[src/hdl/brf_pkg.sv]
// brf_pkg: shared types and codes for the bus reply framer with timeout
// no dependencies; used by brf_len_check and bus_reply_framer_with_timeout
`default_nettype none

package brf_pkg;

  // item commands (in_tuser)
  localparam logic [1:0] CMD_START = 2'd0;
  localparam logic [1:0] CMD_BYTE  = 2'd1;
  localparam logic [1:0] CMD_TICK  = 2'd2;

  // result status codes (out_tuser)
  localparam logic [1:0] ST_IDLE     = 2'd0;
  localparam logic [1:0] ST_COMPLETE = 2'd1;
  localparam logic [1:0] ST_TIMEOUT  = 2'd2;
  localparam logic [1:0] ST_NO_REPLY = 2'd3;

  // configuration register indexes
  localparam logic [1:0] CFG_SHORT  = 2'd0;
  localparam logic [1:0] CFG_NORMAL = 2'd1;
  localparam logic [1:0] CFG_LONG   = 2'd2;

  localparam logic [15:0] SHORT_TICKS_RST  = 16'd4;
  localparam logic [15:0] NORMAL_TICKS_RST = 16'd100;
  localparam logic [15:0] LONG_TICKS_RST   = 16'd50000;

  // start flag bits
  localparam int FLAG_NO_REPLY = 1;
  localparam int FLAG_SHORT    = 2;
  localparam int FLAG_LONG     = 3;

  // protocol bytes
  localparam logic [7:0] ACK_CODE        = 8'h78;
  localparam logic [2:0] LEN_ESCAPE      = 3'h7;
  localparam logic [7:0] PING16_CODE     = 8'h1A;
  localparam logic [7:0] NODE16_CODE     = 8'h0A;
  localparam logic [7:0] READ_ERR_CODE   = 8'hA1;
  localparam logic [7:0] READ_RANGE_CODE = 8'hA2;

  typedef struct packed {
    logic        done;
    logic [15:0] len;
  } brf_check_t;

endpackage

`default_nettype wire

[src/hdl/brf_len_check.sv]
// brf_len_check: decodes the announced reply length from the head bytes and
// flags a complete reply; depends on brf_pkg
`default_nettype none

module brf_len_check #(
  parameter int CNT_W = 11
) (
  input  wire logic [CNT_W-1:0]   count,
  input  wire logic [7:0]         head0,
  input  wire logic [7:0]         head1,
  input  wire logic [7:0]         head2,
  input  wire logic [7:0]         sent_first,
  input  wire logic [7:0]         sent_fifth,
  output brf_pkg::brf_check_t     check
);

  logic        cnt_is_one;
  logic        cnt_gt_one;
  logic        cnt_gt_two;
  logic        read_fail;
  logic        lone_ack;
  logic        is_ack;
  logic [2:0]  n_code;
  logic [8:0]  len_short;
  logic [15:0] len_long;
  logic [15:0] len;

  assign cnt_is_one = (count == CNT_W'(1));
  assign cnt_gt_one = (count > CNT_W'(1));
  assign cnt_gt_two = (count > CNT_W'(2));

  // read error replies, plain or behind a 16-bit node address
  assign read_fail =
      (sent_first == brf_pkg::READ_ERR_CODE) || (sent_first == brf_pkg::READ_RANGE_CODE) ||
      ((sent_first == brf_pkg::NODE16_CODE) &&
       ((sent_fifth == brf_pkg::READ_ERR_CODE) || (sent_fifth == brf_pkg::READ_RANGE_CODE)));

  assign lone_ack = cnt_is_one && (head0 == brf_pkg::ACK_CODE) &&
                    ((sent_first == brf_pkg::PING16_CODE) || read_fail);

  assign is_ack    = ((head0 & brf_pkg::ACK_CODE) == brf_pkg::ACK_CODE) &&
                     (count != '0);
  assign n_code    = head0[2:0];
  assign len_short = {1'b0, head1} + 9'd3;
  assign len_long  = {1'b0, head1[6:0], head2} + 16'd4;

  always_comb begin
    if (n_code != brf_pkg::LEN_ESCAPE) begin
      len = 16'(n_code) + 16'd2;
    end else if (!cnt_gt_one) begin
      len = 16'(n_code);
    end else if (len_short[7] && cnt_gt_two) begin
      len = len_long;
    end else begin
      len = 16'(len_short);
    end
  end

  always_comb begin
    check.done = 1'b0;
    check.len  = '0;
    if (lone_ack) begin
      check.done = 1'b1;
      check.len  = 16'd1;
    end else if (is_ack && ({1'b0, 16'(count)} == {1'b0, len})) begin
      check.done = 1'b1;
      check.len  = len;
    end
  end

endmodule

`default_nettype wire

[src/hdl/bus_reply_framer_with_timeout.sv]
// bus_reply_framer_with_timeout: top level of the reply framer
// depends on brf_pkg and brf_len_check
`default_nettype none

// Watches reply bytes after a command went out. A start transaction (tuser 0)
// arms the wait with the short, normal or long tick window, or reports "no
// reply expected" right away. Byte transactions (tuser 1) are counted up to
// RX_BUFFER_BYTES, the first three are kept to decode the announced length,
// and each counted byte restarts the window. Tick transactions (tuser 2) age
// the window and report a timeout when it runs out. Every input transaction
// gives exactly one result transaction. The block takes one transaction per
// clock while the result side keeps up: the input register feeds a single
// update of the counter, timer and length decode that writes the result
// register. The user must write window registers through the cfg port only
// while no transaction is in flight; the block itself does not enforce this.
module bus_reply_framer_with_timeout #(
  parameter int RX_BUFFER_BYTES = 1024
) (
  input  wire logic        clk,
  input  wire logic        rst_n,
  // input channel
  input  wire logic        in_tvalid,
  output logic             in_tready,
  input  wire logic [31:0] in_tdata,   // flags, first_command_byte, fifth_command_byte, rx_data
  input  wire logic [1:0]  in_tuser,   // cmd
  // result channel
  output logic             out_tvalid,
  input  wire logic        out_tready,
  output logic [15:0]      out_tdata,  // reply_length
  output logic [1:0]       out_tuser,  // status
  // configuration port
  input  wire logic        cfg_we,
  input  wire logic [1:0]  cfg_addr,
  input  wire logic [15:0] cfg_wdata
);

  localparam int CNT_W = $clog2(RX_BUFFER_BYTES + 1);

  // input register
  logic        in_valid_r;
  logic [1:0]  cmd_r;
  logic [7:0]  flags_r;
  logic [7:0]  first_r;
  logic [7:0]  fifth_r;
  logic [7:0]  rx_r;

  // result register
  logic        out_valid_r;
  logic [1:0]  status_r;
  logic [15:0] length_r;

  // window registers
  logic [15:0] short_ticks_r;
  logic [15:0] normal_ticks_r;
  logic [15:0] long_ticks_r;

  // framer state
  logic             waiting_r,  waiting_nxt;
  logic [CNT_W-1:0] count_r,    count_nxt;
  logic [15:0]      idle_r,     idle_nxt;
  logic [15:0]      limit_r,    limit_nxt;
  logic [7:0]       sent_first_r, sent_first_nxt;
  logic [7:0]       sent_fifth_r, sent_fifth_nxt;
  logic [7:0]       head_r [3];

  logic             advance;
  logic             process;
  logic             counted;
  logic [CNT_W-1:0] count_inc;
  logic [7:0]       head0_eff;
  logic [7:0]       head1_eff;
  logic [7:0]       head2_eff;
  logic [15:0]      idle_inc;
  logic [1:0]       res_status;
  logic [15:0]      res_length;
  brf_pkg::brf_check_t check;

  // pipeline moves when the result slot is free or being drained
  assign advance   = !out_valid_r || out_tready;
  assign process   = in_valid_r && advance;
  assign in_tready = !in_valid_r || advance;

  assign out_tvalid = out_valid_r;
  assign out_tdata  = length_r;
  assign out_tuser  = status_r;

  // a byte counts only while the buffer has room
  assign counted = (cmd_r == brf_pkg::CMD_BYTE) && (count_r < CNT_W'(RX_BUFFER_BYTES));

  // count as seen after this byte is stored
  assign count_inc = count_r + CNT_W'(1);

  // head bytes as seen after this byte is stored
  assign head0_eff = (counted && count_r == CNT_W'(0)) ? rx_r : head_r[0];
  assign head1_eff = (counted && count_r == CNT_W'(1)) ? rx_r : head_r[1];
  assign head2_eff = (counted && count_r == CNT_W'(2)) ? rx_r : head_r[2];

  assign idle_inc = (idle_r == 16'hFFFF) ? idle_r : idle_r + 16'd1;

  brf_len_check #(
    .CNT_W (CNT_W)
  ) u_len_check (
    .count      (count_inc),
    .head0      (head0_eff),
    .head1      (head1_eff),
    .head2      (head2_eff),
    .sent_first (sent_first_r),
    .sent_fifth (sent_fifth_r),
    .check      (check)
  );

  // next state and result for the item in the input register
  always_comb begin
    waiting_nxt    = waiting_r;
    count_nxt      = count_r;
    idle_nxt       = idle_r;
    limit_nxt      = limit_r;
    sent_first_nxt = sent_first_r;
    sent_fifth_nxt = sent_fifth_r;
    res_status     = brf_pkg::ST_IDLE;
    res_length     = '0;
    case (cmd_r)
      brf_pkg::CMD_START: begin
        count_nxt      = '0;
        sent_first_nxt = first_r;
        sent_fifth_nxt = fifth_r;
        if (flags_r[brf_pkg::FLAG_NO_REPLY]) begin
          waiting_nxt = 1'b0;
          res_status  = brf_pkg::ST_NO_REPLY;
        end else begin
          // short flag wins over long
          if (flags_r[brf_pkg::FLAG_SHORT]) begin
            limit_nxt = short_ticks_r;
          end else if (flags_r[brf_pkg::FLAG_LONG]) begin
            limit_nxt = long_ticks_r;
          end else begin
            limit_nxt = normal_ticks_r;
          end
          idle_nxt    = '0;
          waiting_nxt = 1'b1;
        end
      end
      brf_pkg::CMD_BYTE: begin
        if (counted) begin
          count_nxt = count_inc;
          idle_nxt  = '0;
          if (waiting_r && check.done) begin
            res_status  = brf_pkg::ST_COMPLETE;
            res_length  = check.len;
            waiting_nxt = 1'b0;
          end
        end
      end
      brf_pkg::CMD_TICK: begin
        if (waiting_r) begin
          idle_nxt = idle_inc;
          if (idle_inc >= limit_r) begin
            res_status  = brf_pkg::ST_TIMEOUT;
            waiting_nxt = 1'b0;
          end
        end
      end
      default: begin
        // no operation
      end
    endcase
  end

  // input register
  always_ff @(posedge clk) begin
    if (!rst_n) begin
      in_valid_r <= 1'b0;
    end else if (in_tready) begin
      in_valid_r <= in_tvalid;
    end
  end

  always_ff @(posedge clk) begin
    if (in_tready && in_tvalid) begin
      cmd_r   <= in_tuser;
      flags_r <= in_tdata[7:0];
      first_r <= in_tdata[15:8];
      fifth_r <= in_tdata[23:16];
      rx_r    <= in_tdata[31:24];
    end
  end

  // result register
  always_ff @(posedge clk) begin
    if (!rst_n) begin
      out_valid_r <= 1'b0;
    end else if (advance) begin
      out_valid_r <= in_valid_r;
    end
  end

  always_ff @(posedge clk) begin
    if (process) begin
      status_r <= res_status;
      length_r <= res_length;
    end
  end

  // framer state
  always_ff @(posedge clk) begin
    if (!rst_n) begin
      waiting_r    <= 1'b0;
      count_r      <= '0;
      idle_r       <= '0;
      limit_r      <= '0;
      sent_first_r <= '0;
      sent_fifth_r <= '0;
    end else if (process) begin
      waiting_r    <= waiting_nxt;
      count_r      <= count_nxt;
      idle_r       <= idle_nxt;
      limit_r      <= limit_nxt;
      sent_first_r <= sent_first_nxt;
      sent_fifth_r <= sent_fifth_nxt;
    end
  end

  // head bytes, no reset: each is read only after being written
  always_ff @(posedge clk) begin
    if (process && counted) begin
      case (count_r)
        CNT_W'(0): head_r[0] <= rx_r;
        CNT_W'(1): head_r[1] <= rx_r;
        CNT_W'(2): head_r[2] <= rx_r;
        default: begin
        end
      endcase
    end
  end

  // window registers
  always_ff @(posedge clk) begin
    if (!rst_n) begin
      short_ticks_r  <= brf_pkg::SHORT_TICKS_RST;
      normal_ticks_r <= brf_pkg::NORMAL_TICKS_RST;
      long_ticks_r   <= brf_pkg::LONG_TICKS_RST;
    end else if (cfg_we) begin
      case (cfg_addr)
        brf_pkg::CFG_SHORT:  short_ticks_r  <= cfg_wdata;
        brf_pkg::CFG_NORMAL: normal_ticks_r <= cfg_wdata;
        brf_pkg::CFG_LONG:   long_ticks_r   <= cfg_wdata;
        default: begin
        end
      endcase
    end
  end

  // checks
  a_len_only_on_complete: assert property (@(posedge clk) disable iff (!rst_n)
      out_valid_r && (status_r != brf_pkg::ST_COMPLETE) |-> (length_r == '0))
    else $error("nonzero length on a result that is not a completion");

  a_complete_has_len: assert property (@(posedge clk) disable iff (!rst_n)
      out_valid_r && (status_r == brf_pkg::ST_COMPLETE) |-> (length_r != '0))
    else $error("completion reported with zero length");

  a_count_bounded: assert property (@(posedge clk) disable iff (!rst_n)
      count_r <= CNT_W'(RX_BUFFER_BYTES))
    else $error("received count beyond buffer size");

  a_end_clears_wait: assert property (@(posedge clk) disable iff (!rst_n)
      process && ((res_status == brf_pkg::ST_COMPLETE) || (res_status == brf_pkg::ST_TIMEOUT))
      |=> !waiting_r)
    else $error("wait still armed after completion or timeout");

  a_timeout_only_waiting: assert property (@(posedge clk) disable iff (!rst_n)
      process && (res_status == brf_pkg::ST_TIMEOUT) |-> waiting_r)
    else $error("timeout while not waiting");

endmodule

`default_nettype wire

[config.mk]
export PLATFORM = sky130hd
export DESIGN_NAME = bus_reply_framer_with_timeout
export DESIGN_NICKNAME = d
export VERILOG_FILES = /design/src/hdl/brf_pkg.sv /design/src/hdl/brf_len_check.sv /design/src/hdl/bus_reply_framer_with_timeout.sv
export SDC_FILE = /design/constraint.sdc
export NUM_CORES = 1
export LEC_CHECK = 0
export ABC_AREA = 1
export BUFFER_PORTS_ARGS = -buffer_cell sky130_fd_sc_hd__buf_2
export CORE_MARGIN = 5
export CORE_UTILIZATION = 47
export DETAILED_ROUTE_END_ITERATION = 8
export GPL_ROUTABILITY_DRIVEN = 0
export PLACE_DENSITY = 0.63
export SYNTH_ARGS = -nofsm -noshare
export SYNTH_HDL_FRONTEND = slang
export SYNTH_HIERARCHICAL = 1
export SYNTH_SLANG_ARGS = --single-unit
[constraint.sdc]
create_clock -name clk -period 5.7 [get_ports clk]
set_input_delay 1.14 -clock clk [delete_from_list [all_inputs] [get_ports clk]]
set_output_delay 1.14 -clock clk [all_outputs]
set_load 0.05 [all_outputs]
==> metrics.txt <==
# TYPE chip_impl_metric gauge
chip_impl_info{name="result_of_the_run",value="complete, no violations"} 1
chip_impl_metric{name="max_freq",unit="GHz"} 0.219
chip_impl_metric{name="post-route-period-util",unit=""} 0.800
chip_impl_info{name="min_from",value="normal_ticks_r[6]"} 1
chip_impl_metric{name="area_growth_syn_to_layout",unit="%"} 12.5
chip_impl_metric{name="clock_sink_count",unit=""} 181
chip_impl_metric{name="peakVddDrop",unit="mV"} 0.212
chip_impl_metric{name="path_clk_slew",unit="ps"} 60
chip_impl_metric{name="fillerInstances",unit=""} 1900
chip_impl_metric{name="drive_gt1_frac",unit=""} 0.129
chip_impl_info{name="worstReg2RegStart",value="cmd_r[1]"} 1
chip_impl_metric{name="cts_setup_buffers",unit=""} 0
chip_impl_metric{name="core_area",unit="sq mm"} 0.0195
chip_impl_metric{name="totalNegativeSetupSlack",unit="ps"} 0
chip_impl_metric{name="post_synth_num_cell_types",unit=""} 45
chip_impl_metric{name="first_global_vias",unit=""} 6984
chip_impl_metric{name="grt_start_max_net_pins",unit=""} 68
chip_impl_metric{name="cts_max_path_buffers",unit=""} 2
chip_impl_metric{name="maxCapViolations",unit=""} 0
chip_impl_metric{name="finClkSkew",unit="ps"} 6.74
chip_impl_metric{name="layout.nets",unit=""} 1339
chip_impl_info{name="cp_endpoint_kind",value="register"} 1
chip_impl_info{name="cts-root-buf",value="clkbuf_16"} 1
chip_impl_metric{name="drt_iter0_markers",unit=""} 476
chip_impl_metric{name="grt.overflow.total",unit=""} 0
chip_impl_metric{name="insertion_delay",unit="ps"} 430
chip_impl_metric{name="antenna_viol_nets_final",unit=""} 0
chip_impl_metric{name="slew_viol_final",unit=""} 0
chip_impl_metric{name="seq_area_frac_synth",unit=""} 0.465
chip_impl_metric{name="std_cell_rows",unit=""} 51
chip_impl_metric{name="drt_pass1_iterations",unit=""} 5
chip_impl_metric{name="power_per_cell_area",unit="mW/mm^2"} 276
chip_impl_metric{name="via_count",unit=""} 7582
chip_impl_metric{name="worst-endpoint-required",unit="ps"} 6010
chip_impl_metric{name="number_of_synthesized_register_bits",unit=""} 181
chip_impl_metric{name="wirelength",unit="um"} 20100
chip_impl_metric{name="final_period_minus_worst_setup_slack",unit="ps"} 4560
chip_impl_metric{name="grt_total_usage",unit=""} 0.182
chip_impl_metric{name="die_area",unit="sq mm"} 0.0228
chip_impl_metric{name="die_w",unit="um"} 151
chip_impl_info{name="timing.critical_path.from",value="cmd_r[1]"} 1
chip_impl_metric{name="port_buffers",unit=""} 71
chip_impl_info{name="rsz0062_at_grt",value="no"} 1
chip_impl_metric{name="postSynthAreaPerCell",unit="sq um"} 7.78
chip_impl_metric{name="post-dp-hpwl",unit="um"} 14200
chip_impl_metric{name="post_route_drc_violation_count",unit=""} 0
chip_impl_metric{name="finalSetupViolations",unit=""} 0
chip_impl_info{name="hold_class",value="register to register"} 1
chip_impl_metric{name="post-synth-top-area-fraction",unit=""} 0.236
chip_impl_metric{name="netlist_instances",unit=""} 1199
chip_impl_metric{name="pin_count",unit=""} 77
chip_impl_metric{name="post_dp_cell_area",unit="sq mm"} 0.00984
chip_impl_metric{name="cellLeakagePower",unit="nW"} 4.39
chip_impl_metric{name="area.sequential",unit="sq mm"} 0.00433
chip_impl_info{name="netlist_top_cells_area",value="dfxtp_1 24%, edfxtp_1 23%, nand2_1 11%, o21ai_0 6.3%, inv_1 5.4%"} 1
chip_impl_metric{name="chipHeight",unit="um"} 151
chip_impl_metric{name="routed_wire_length_per_instance",unit="um"} 13.1
chip_impl_metric{name="worst_slew_pin_tran",unit="ps"} 1190
chip_impl_metric{name="n_antenna_cell",unit=""} 0
chip_impl_metric{name="initial_core_util",unit=""} 0.478
chip_impl_info{name="cts_tree",value="done"} 1
chip_impl_info{name="worst_setup_path_start_kind",value="register"} 1
chip_impl_metric{name="antenna_violations_before_repair",unit=""} 1
chip_impl_metric{name="h-tree-depth",unit=""} 4
chip_impl_metric{name="grt_pass1_wl",unit="um"} 33300
chip_impl_metric{name="netlist_area",unit="sq mm"} 0.00933
chip_impl_metric{name="critical_path_peak_fanout",unit=""} 17
chip_impl_metric{name="ctsHoldBuffers",unit=""} 0
chip_impl_metric{name="hold_viol",unit=""} 0
chip_impl_metric{name="cts_inserted_buffers",unit=""} 17
chip_impl_metric{name="via_per_inst",unit=""} 4.95
chip_impl_metric{name="multiInputGateArea",unit="sq mm"} 0.00422
chip_impl_info{name="yosysTopAreaCell",value="dfxtp_1"} 1
chip_impl_metric{name="cp.arrival",unit="ps"} 4870
chip_impl_metric{name="post_cts_resized",unit=""} 0
chip_impl_metric{name="max_slew_margin",unit=""} 0.208
chip_impl_metric{name="post_route_cell_area",unit="sq mm"} 0.0105
chip_impl_metric{name="ys.warnings.count",unit=""} 6
chip_impl_info{name="criticalPathCategory",value="register to register"} 1
power breakdown:
group / internal, W / switching, W
combinational: 0.0000598 / 0.000134
sequential: 0.00139 / 0.0000249
clock: 0.000790 / 0.000505
total: 0.00224 / 0.000664
registers in the layout (all words and copies together), names as in the netlist, 2 cells and up:
name            count
cmd_r               2
count_r            11
fifth_r             8
first_r             8
flags_r             3
head_r             24
idle_r             16
limit_r            16
long_ticks_r       16
normal_ticks_r     16
out_tdata          16
out_tuser           2
rx_r                8
sent_fifth_r        8
sent_first_r        8
short_ticks_r      16
critical path, stage by stage, from the launching register on:
cell	delay, ps
edfxtp_1	420
inv_1	100
ha_1	220
nand2_1	150
nor4_4	330
nand3b_2	340
o21ai_0	680
nand2_2	140
nand2_2	150
nand3_2	90
nand2_2	210
nand2_4	180
nor2_4	210
nand2_1	110
nand2_1	80
nand2_1	50
nor2_1	100
nand3_1	90
nor2_2	110
nand3_2	90
nand2_1	110
nand2_1	60
nand2_1	60
nand2_1	50
nor2_1	130
o21a_1	140
a21oi_1	50
cell type report:
type / instances / share of cell area
clock buffers: 20 / 0.0416
inverters: 140 / 0.0506
multi-input cells: 833 / 0.402
repair buffers: 80 / 0.0403
well taps: 265 / 0.0316
flip-flops and latches: 181 / 0.413
clock inverters: 12 / 0.0205
worst paths after layout:
check             slack (ps)  cells past startpoint                 to
hold / removal           450                      2  normal_ticks_r[6]
setup reg to reg        1140                     26          waiting_r
setup / recovery        1140                     26          waiting_r
hold reg to reg          450                      2  normal_ticks_r[6]
Yosys cell counts:
master and count:
nand2_1 278, nor4_1 2, nor2_2 12, buf_4 5, edfxtp_1 71, buf_1 1, xor2_1 18, o21a_1 1
nor3_2 1, o2111ai_4 1, nand2_2 14, dfxtp_1 110, buf_12 1, o31ai_1 1, inv_1 135, nand3b_1 4
and2_1 4, buf_2 11, nor4_4 1, conb_1 1, o21ai_2 1, nor2_4 3, o21ai_0 118, o21bai_1 4
nand3_1 72, mux2i_1 1, o211ai_1 5, buf_6 3, clkinv_1 1, nor3_1 7, inv_2 3, inv_6 1
nand3b_2 2, a21oi_2 1, ha_1 29, a21oi_1 84, nand3_2 9, clkbuf_1 28, nand2_4 3, a41o_1 1
or2_1 2, nor2_1 128, or2_2 2, nand4_1 11, xnor2_1 8
layer usage:
layer	global-route usage	vias to the layer above	share of wire
li1	-	3989	-
met1	0.233	3458	0.45
met2	0.319	112	0.50
met3	0.0287	21	0.033
met4	0.0512	2	0.013
met5	0	-	0.00065
cells in the final DEF, fill, tap and decap left out, types with 4 or more instances in the layout:
cell,n
nand2_1,278
a21oi_1,84
nand3_2,9
buf_2,71
dfxtp_1,110
nand3b_1,4
xor2_1,18
nor3_1,7
clkbuf_16,17
nor2_1,128
nand4_1,11
inv_1,135
and2_1,4
nand2_2,14
o211ai_1,5
buf_4,9
o21ai_0,118
edfxtp_1,71
nand3_1,72
bufinv_16,5
xnor2_1,8
o21bai_1,4
inv_6,4
conb_1,5
nor2_2,12
ha_1,29
cells by family (layout without fill, tap and decap cells):
kind of cell,Yosys count,after routing,synth area share
simple gates,555,555,0.263
compound gates,217,217,0.123
buf+inv,189,252,0.0842
flops,181,181,0.465
fa+ha+maj,29,29,0.0389
xor+xnor,26,26,0.0244
other cells,1,5,0.000402
mux,1,1,0.00107
per-stage QoR:
| step | hold WS, ps | power, W | utilization | worst slack (ps) | instances |
|---|---|---|---|---|---|
| after global placement | 432 | 0.00163 | 0.504 | 1180 | 1499 |
| final | 452 | 0.00290 | 0.537 | 1140 | 1531 |
| after global routing | 474 | 0.00302 | 0.537 | 564 | 1531 |
| after floorplan | 424 | 0.00157 | - | 1620 | 1203 |
| after CTS | 455 | 0.00293 | 0.537 | 1110 | 1531 |
| after detailed placement | 438 | 0.00164 | 0.504 | 1140 | 1499 |
Note: power is estimated with default switching activity, not from simulation.
